==> src/rtl/pfc_pkg.sv <==
// Shared types and constants for the partitioned FFT convolver.
package pfc_pkg;

  localparam int TAP_DEPTH = 4096;
  localparam int TAP_AW    = 12;
  localparam int HIST_AW   = 13;
  localparam int LEN_W     = 13;
  localparam int ACC_W     = 48;
  // epoch sample count saturates once every tap always sees real history
  localparam logic [LEN_W-1:0] VALID_SAT = LEN_W'(TAP_DEPTH + 64);

  typedef enum logic [1:0] {
    ACT_SAMPLE = 2'd0,
    ACT_TAP    = 2'd1,
    ACT_XFORM  = 2'd2,
    ACT_NONE   = 2'd3
  } action_e;

  localparam logic REG_FILTER_LENGTH = 1'b0;
  localparam logic REG_ADD_MODE      = 1'b1;

  // one frame of work for the MAC engine
  typedef struct packed {
    logic [HIST_AW-1:0] start;  // history address of the frame's first sample
    logic [LEN_W-1:0]   vend;   // epoch samples up to the frame's last sample
    logic [LEN_W-1:0]   len;    // taps in use
  } job_t;

  // memory writes from the front end into the engine's stores
  typedef struct packed {
    logic               hist_we;
    logic [HIST_AW-1:0] hist_addr;
    logic [31:0]        hist_data;  // {addend, sample}
    logic               coef_we;
    logic [TAP_AW-1:0]  coef_addr;
    logic [15:0]        coef_data;
  } mem_wr_t;

endpackage

==> src/rtl/pfc_job_fifo.sv <==
// Two-entry queue of frame jobs between the front end and the MAC engine.
module pfc_job_fifo
  import pfc_pkg::*;
(
  input  logic clk_i,
  input  logic rst_ni,
  input  logic push_i,
  input  job_t job_i,
  output logic full_o,
  input  logic pop_i,
  output job_t job_o,
  output logic empty_o
);

  job_t       slot_q [2];
  logic       wp_q, rp_q;
  logic [1:0] cnt_q;

  assign full_o  = (cnt_q == 2'd2);
  assign empty_o = (cnt_q == 2'd0);
  assign job_o   = slot_q[rp_q];

  // payload slots
  always_ff @(posedge clk_i) begin
    if (push_i) slot_q[wp_q] <= job_i;
  end

  // pointers and fill count
  always_ff @(posedge clk_i or negedge rst_ni) begin
    if (!rst_ni) begin
      wp_q  <= 1'b0;
      rp_q  <= 1'b0;
      cnt_q <= 2'd0;
    end else begin
      if (push_i) wp_q <= ~wp_q;
      if (pop_i) rp_q <= ~rp_q;
      cnt_q <= cnt_q + 2'(push_i) - 2'(pop_i);
    end
  end

endmodule

==> config.mk <==
export PLATFORM = sky130hd
export DESIGN_NAME = pfc_job_fifo
export DESIGN_NICKNAME = d
export VERILOG_FILES = /design/src/rtl/pfc_pkg.sv /design/src/rtl/pfc_job_fifo.sv
export SDC_FILE = /design/constraint.sdc
export NUM_CORES = 1
export LEC_CHECK = 0
export BUFFER_PORTS_ARGS = -buffer_cell sky130_fd_sc_hd__buf_2
export CAP_MARGIN = 30
export CORE_ASPECT_RATIO = 0.8
export CORE_MARGIN = 2
export CORE_UTILIZATION = 48
export CTS_BUF_LIST = sky130_fd_sc_hd__clkbuf_2 sky130_fd_sc_hd__clkbuf_4 sky130_fd_sc_hd__clkbuf_8
export CTS_CLUSTER_SIZE = 12
export DETAILED_ROUTE_END_ITERATION = 10
export PLACE_DENSITY = 0.77
export SLEW_MARGIN = 40
export SYNTH_ARGS = -nofsm -noshare
export SYNTH_HDL_FRONTEND = slang
export SYNTH_SLANG_ARGS = --single-unit
==> constraint.sdc <==
create_clock -name clk_i -period 2.6 [get_ports clk_i]
set_input_delay 0.52 -clock clk_i [delete_from_list [all_inputs] [get_ports clk_i]]
set_output_delay 0.52 -clock clk_i [all_outputs]
set_load 0.03 [all_outputs]
==> results of run 1 <==
## per-stage QoR
step                hold slack [ns]  utilization (%)
finish                       0.3712            63.46
global route                 0.3390            63.46
CTS                          0.3452            63.46
detailed placement           0.3319            59.35
global placement             0.3307            59.35
floorplan                    0.2244                -
## cell usage after synthesis
cell      count
and2_1        1
buf_6         4
dfrtp_1       4
edfxtp_1     78
ha_1          2
inv_1         2
mux2_2       39
nor2_1        1
nor2b_1       2
xor2_1        2
xor3_1        1
## critical path: cells and delay by family, from the launching register on
family,cells,cell delay [ns]
buf+inv,2,0.43
flops,1,0.50
mux,1,0.38
## what timing repair did
action,4_1_cts,5_1_grt
hold buffers,1,0
endpoints found under the hold margin,4,0
gates resized for setup,0,0
buffers inserted,0,0
## metal layers
layer  track usage [%]  wire length (um)  vias up
li1                  -                 -      717
met4             4.902                11        0
met1             17.48              2070      718
met2             22.06              2165       64
met5                 0                 0        -
met3             8.308               504        2
## worst paths after layout
check                                 start                 endpoint  depth (start not counted)
max reg2reg                wp_q$_DFFE_PN0P_  slot_q[0][12]$_DFFE_PP_                          2
max in group asynchronous            rst_ni         rp_q$_DFFE_PN0P_                          2
min                               job_i[38]  slot_q[0][38]$_DFFE_PP_                          1
min reg2reg                wp_q$_DFFE_PN0P_         wp_q$_DFFE_PN0P_                          1
min in group asynchronous            rst_ni       cnt_q[1]$_DFF_PN0_                          2
max                        rp_q$_DFFE_PN0P_                job_o[18]                          3
## sequential cells by signal, summed over array words and instances (netlist names)
register / cells
cnt_q: 2
wp_q: 1
slot_q: 78
rp_q: 1
## area by class of cell
cell class / instances / area, um^2 / area share, %
Multi-Input combinational cell: 48 / 536.8 / 14.08
Sequential cell: 82 / 2444 / 64.12
Clock buffer: 10 / 131.4 / 3.447
Timing Repair Buffer: 87 / 485.5 / 12.74
Inverter: 2 / 7.507 / 0.1970
Clock inverter: 6 / 105.1 / 2.758
Tap cell: 81 / 101.3 / 2.659
## kinds of logic after synthesis
logic type | after synthesis | synth area share (%)
xor gates and xnor gates | 3 | 1.366
adders and majority gates | 2 | 0.8277
muxes | 39 | 14.53
buffers and inverters | 6 | 1.738
and+or+nand+nor | 4 | 0.7450
DFF | 82 | 80.79
## report_power, final
group | switching [mW] | leakage [nW] | internal (mW)
clock | 0.407 | 0.115 | 0.642
combinational | 0.994 | 0.577 | 0.593
sequential | 0.0968 | 0.778 | 1.76
total | 1.50 | 1.47 | 2.99
==> flow_summary.yaml, run 1 <==
global_routing:
  grt_pass1_vias: 1455
  track_usage_pct: 14.39
  antenna_found_initial: 0
  grt_max_degree: 33
  grt_pass1_wl_mm: 7.079
  grt_overflow: 0
drt:
  viasPerCell: 4.750
  drt_wl_total_mm: 4.752
  drc_errors: 0
  ant_nets: 0
  drt_iter0_drc: 61
  first_pass_iters: 4
  wire_per_inst_um: 15.04
  vias: 1501
pwr:
  p_leak_nw: 1.470
  ir_worst_vdd_mv: 0.7330
  total_power_mw: 4.490
  cellPowerDensity_nw_per_um2: 1178
die:
  die_height_um: 74.98
  core_area_um2: 6006
  start_util_pct: 50.33
  ioPinCount: 84
  placementRows: 25
  die_area_um2: 6953
  die_w_um: 92.73
cts:
  insertion_delay_ns: 0.33
  cts.sinks: 82
  clock_path_buffers: 2
  cts_root_buffer: "clkbuf_8"
  htree_levels: 3
  cts_made_buffers: 9
  clk_pin_slew_ns: 0.08
  cts_tree: "yes"
sta:
  fmax_ghz: 0.4595
  max_slew_margin_pct: 68.79
  tightestPinTransition_ns: 0.4672
  post-route-period-util_pct: 83.71
  finalHoldViolCount: 0
  fin_worst_skew_ns: 0.003190
  rsz0062_at_grt: "false"
  tns_ns: 0
  fin_crit_ns: 2.177
  setup_ws_ns: 0.4235
  slew_violations: 0
  setup_viol: 0
place:
  finalWeightedCongestion: 0.6899
  dpl_cell_area_um2: 3565
  dpl.hpwl_mm: 3.155
  place_ws_ns: 0.7695
  portBuffers: 83
  placedCellCount: 299
finish:
  layout_commonest_cell: "buf_2"
  layout-drive-gt1-share_pct: 60.43
  syn2layout_area_growth_pct: 26.08
  nNetsFinal: 275
  instances_no_fill: 316
  num-fill-cells: 455
  antenna_cells: 0
  fin_area_um2: 3811
  layout_common_cells: "buf_2, edfxtp_1, mux2_2"
worst_setup_path:
  critPathArrivalTime_ns: 1.66
  ff2ff_setup_slack_ns: 1.20
  cp_slowest_stage_delay_ns: 0.50
  crit_slowest_cell: "dfrtp_2"
  crit_required_ns: 2.08
  path_cells: "buf_12 -> mux2_2 -> buf_2"
  crit_fanout: 32
  start_kind: "register"
  end_kind: "primary output"
  path_class: "register to primary output"
yosys:
  ys_top_cells_by_area: "edfxtp_1, mux2_2, dfrtp_1"
  synthCells: 136
  netlist_area_um2: 3023
  synth_cell_type_count: 11
  synth-seq-cells: 82
  synth_top_area_share_pct: 77.48
  synth_area_leader_cell: "edfxtp_1"
  avgSynthCellArea_um2: 22.23
  synth_fp_nets: 181
  ys_seq_area_share_pct: 80.79
  yosysWarningCount: 0
run_status:
  run_status: "finished, final reports clean"
flow_run:
  drv_cap: 0
worst_hold_path:
  holdCritPathClass: "input pin to register"
(Power assumes the default switching activity.)
==> run 2: changes to the inputs <==
==> constraint.sdc (replaced) <==
create_clock -name clk_i -period 1.7 [get_ports clk_i]
set_input_delay 0.34 -clock clk_i [delete_from_list [all_inputs] [get_ports clk_i]]
set_output_delay 0.34 -clock clk_i [all_outputs]
set_load 0.03 [all_outputs]
==> flow_summary.yaml, run 2 (same netlist as run 1, synthesis figures left out) <==
finish:
  layout_common_cells: "edfxtp_1, buf_2, buf_6"
  multi_input_area_um2: 593.1
  num-fill-cells: 418
  largest_register_ffs: 78
  layout-drive-gt1-share_pct: 61.44
  syn2layout_area_growth_pct: 34.27
  instances_no_fill: 317
  largestRegisters: "slot_q: 78 flops, cnt_q: 2 flops"
  register_area_um2: 2444
  antenna_cells: 0
  max_flop_register: "slot_q"
  nNetsFinal: 277
  layout_commonest_cell: "edfxtp_1"
worst_setup_path:
  critPathArrivalTime_ns: 1.47
  path_class: "register to primary output"
  r2r_cells: 2
  reg2reg_from: "wp_q$_DFFE_PN0P_"
  timing.rr.end: "slot_q[1][2]$_DFFE_PP_"
  end_kind: "primary output"
  start_kind: "register"
  crit_required_ns: 1.36
  crit_fanout: 23
  ff2ff_setup_slack_ns: 0.44
  crit_end: "job_o[8]"
  crit_start: "rp_q$_DFFE_PN0P_"
sta:
  tns_ns: -2.848
  setup_viol: 39
  tightestPinTransition_ns: 0.3359
  fin_worst_skew_ns: 0.007270
  fin_crit_ns: 1.813
  finalHoldViolCount: 0
  fmax_ghz: 0.5515
  post-route-period-util_pct: 106.7
  holdWs_ns: 0.1845
  rsz0062_at_grt: "true"
  setup_ws_ns: -0.1134
  slew_violations: 0
  max_slew_margin_pct: 77.61
drt:
  ant_nets: 0
  wire_per_inst_um: 16.51
  vias: 1551
  drc_errors: 0
  first_pass_iters: 4
  drt_iter0_drc: 54
  viasPerCell: 4.893
  drt_wl_total_mm: 5.234
place:
  placedCellCount: 301
  portBuffers: 83
  finalWeightedCongestion: 0.7010
  dpl.hpwl_mm: 3.299
flow_run:
  drv_cap: 0
die:
  core_area_um2: 6006
  start_util_pct: 50.33
  die_w_um: 92.73
  die_height_um: 74.98
  placementRows: 25
  ioPinCount: 84
  die_area_um2: 6953
cts:
  cts_made_buffers: 9
  htree_levels: 3
  clock_path_buffers: 2
  cts_root_buffer: "clkbuf_8"
  clk_pin_slew_ns: 0.08
  cts.sinks: 82
  post_cts_buffers: 0
  insertion_delay_ns: 0.34
  cts_tree: "yes"
pwr:
  cellPowerDensity_nw_per_um2: 1817
  ir_worst_vdd_mv: 0.9935
  p_leak_nw: 1.605
run_status:
  violations: "negative setup slack"
  run_status: "complete, but fails checks"
global_routing:
  track_usage_pct: 15.85
  grt_pass1_vias: 1695
  grt_overflow: 0
  antenna_found_initial: 0
  grt_max_degree: 40
  grt_pass1_wl_mm: 7.921
worst_hold_path:
  holdCritPathClass: "input pin to register"
run 2: layout make-up:
class                   count  area share (%)
repair buffers             89           17.42
flip-flops and latches     82           60.20
clock buffers               9           3.052
inverters                   2          0.1850
well taps                  81           2.497
clock inverters             6           2.035
multi-input cells          48           14.61
run 2: routing by layer:
metal / vias up / global-route usage, % / part of all wire, %
met5: - / 0 / 0
met4: 0 / 4.085 / 0.61
li1: 718 / - / -
met3: 5 / 8.008 / 8.0
met2: 64 / 27.82 / 51
met1: 764 / 17.61 / 41
run 2: stage by stage:
| step | power (mW) | instance area, um^2 | setup WS (ns) | utilization (%) |
|---|---|---|---|---|
| after floorplan | 4.688 | 3032 | 0.2745 | - |
| after CTS | 7.323 | 4006 | -0.1587 | 66.71 |
| final | 7.375 | 4059 | -0.1134 | 67.58 |
| after detailed placement | 5.404 | 3580 | 0.2173 | 59.60 |
| after global routing | 7.697 | 4059 | -0.1870 | 67.58 |
| after global placement | 5.344 | 3580 | 0.2365 | 59.60 |
run 2: worst min-delay path by stage:
stage                    from                      end  slack (ns)  cells after the start
finish              job_i[31]  slot_q[1][31]$_DFFE_PP_        0.18                      1
floorplan              rst_ni       cnt_q[0]$_DFF_PN0_        0.04                      0
detailed placement     rst_ni       cnt_q[0]$_DFF_PN0_        0.15                      1
global route        job_i[31]  slot_q[1][31]$_DFFE_PP_        0.16                      1
CTS                 job_i[36]  slot_q[1][36]$_DFFE_PP_        0.16                      1
global placement       rst_ni       cnt_q[0]$_DFF_PN0_        0.15                      1
run 2: where the power goes:
part | leakage, nW | internal (mW) | switching, mW | total [mW]
clock network | 0.105 | 0.810 | 0.622 | 1.43
registers | 0.778 | 2.69 | 0.137 | 2.83
logic | 0.722 | 1.44 | 1.68 | 3.12
run 2: worst max-delay path: stages (launching register included):
cell	delay [ns]
dfrtp_2	0.41
buf_12	0.19
mux2_2	0.36
buf_4	0.17
run 2: repair_timing:
item / CTS / global route
hold buffers: 1 / 0
hold endpoints to repair: 4 / 0
resized for setup: 69 / 14
setup endpoints to repair: 39 / 39
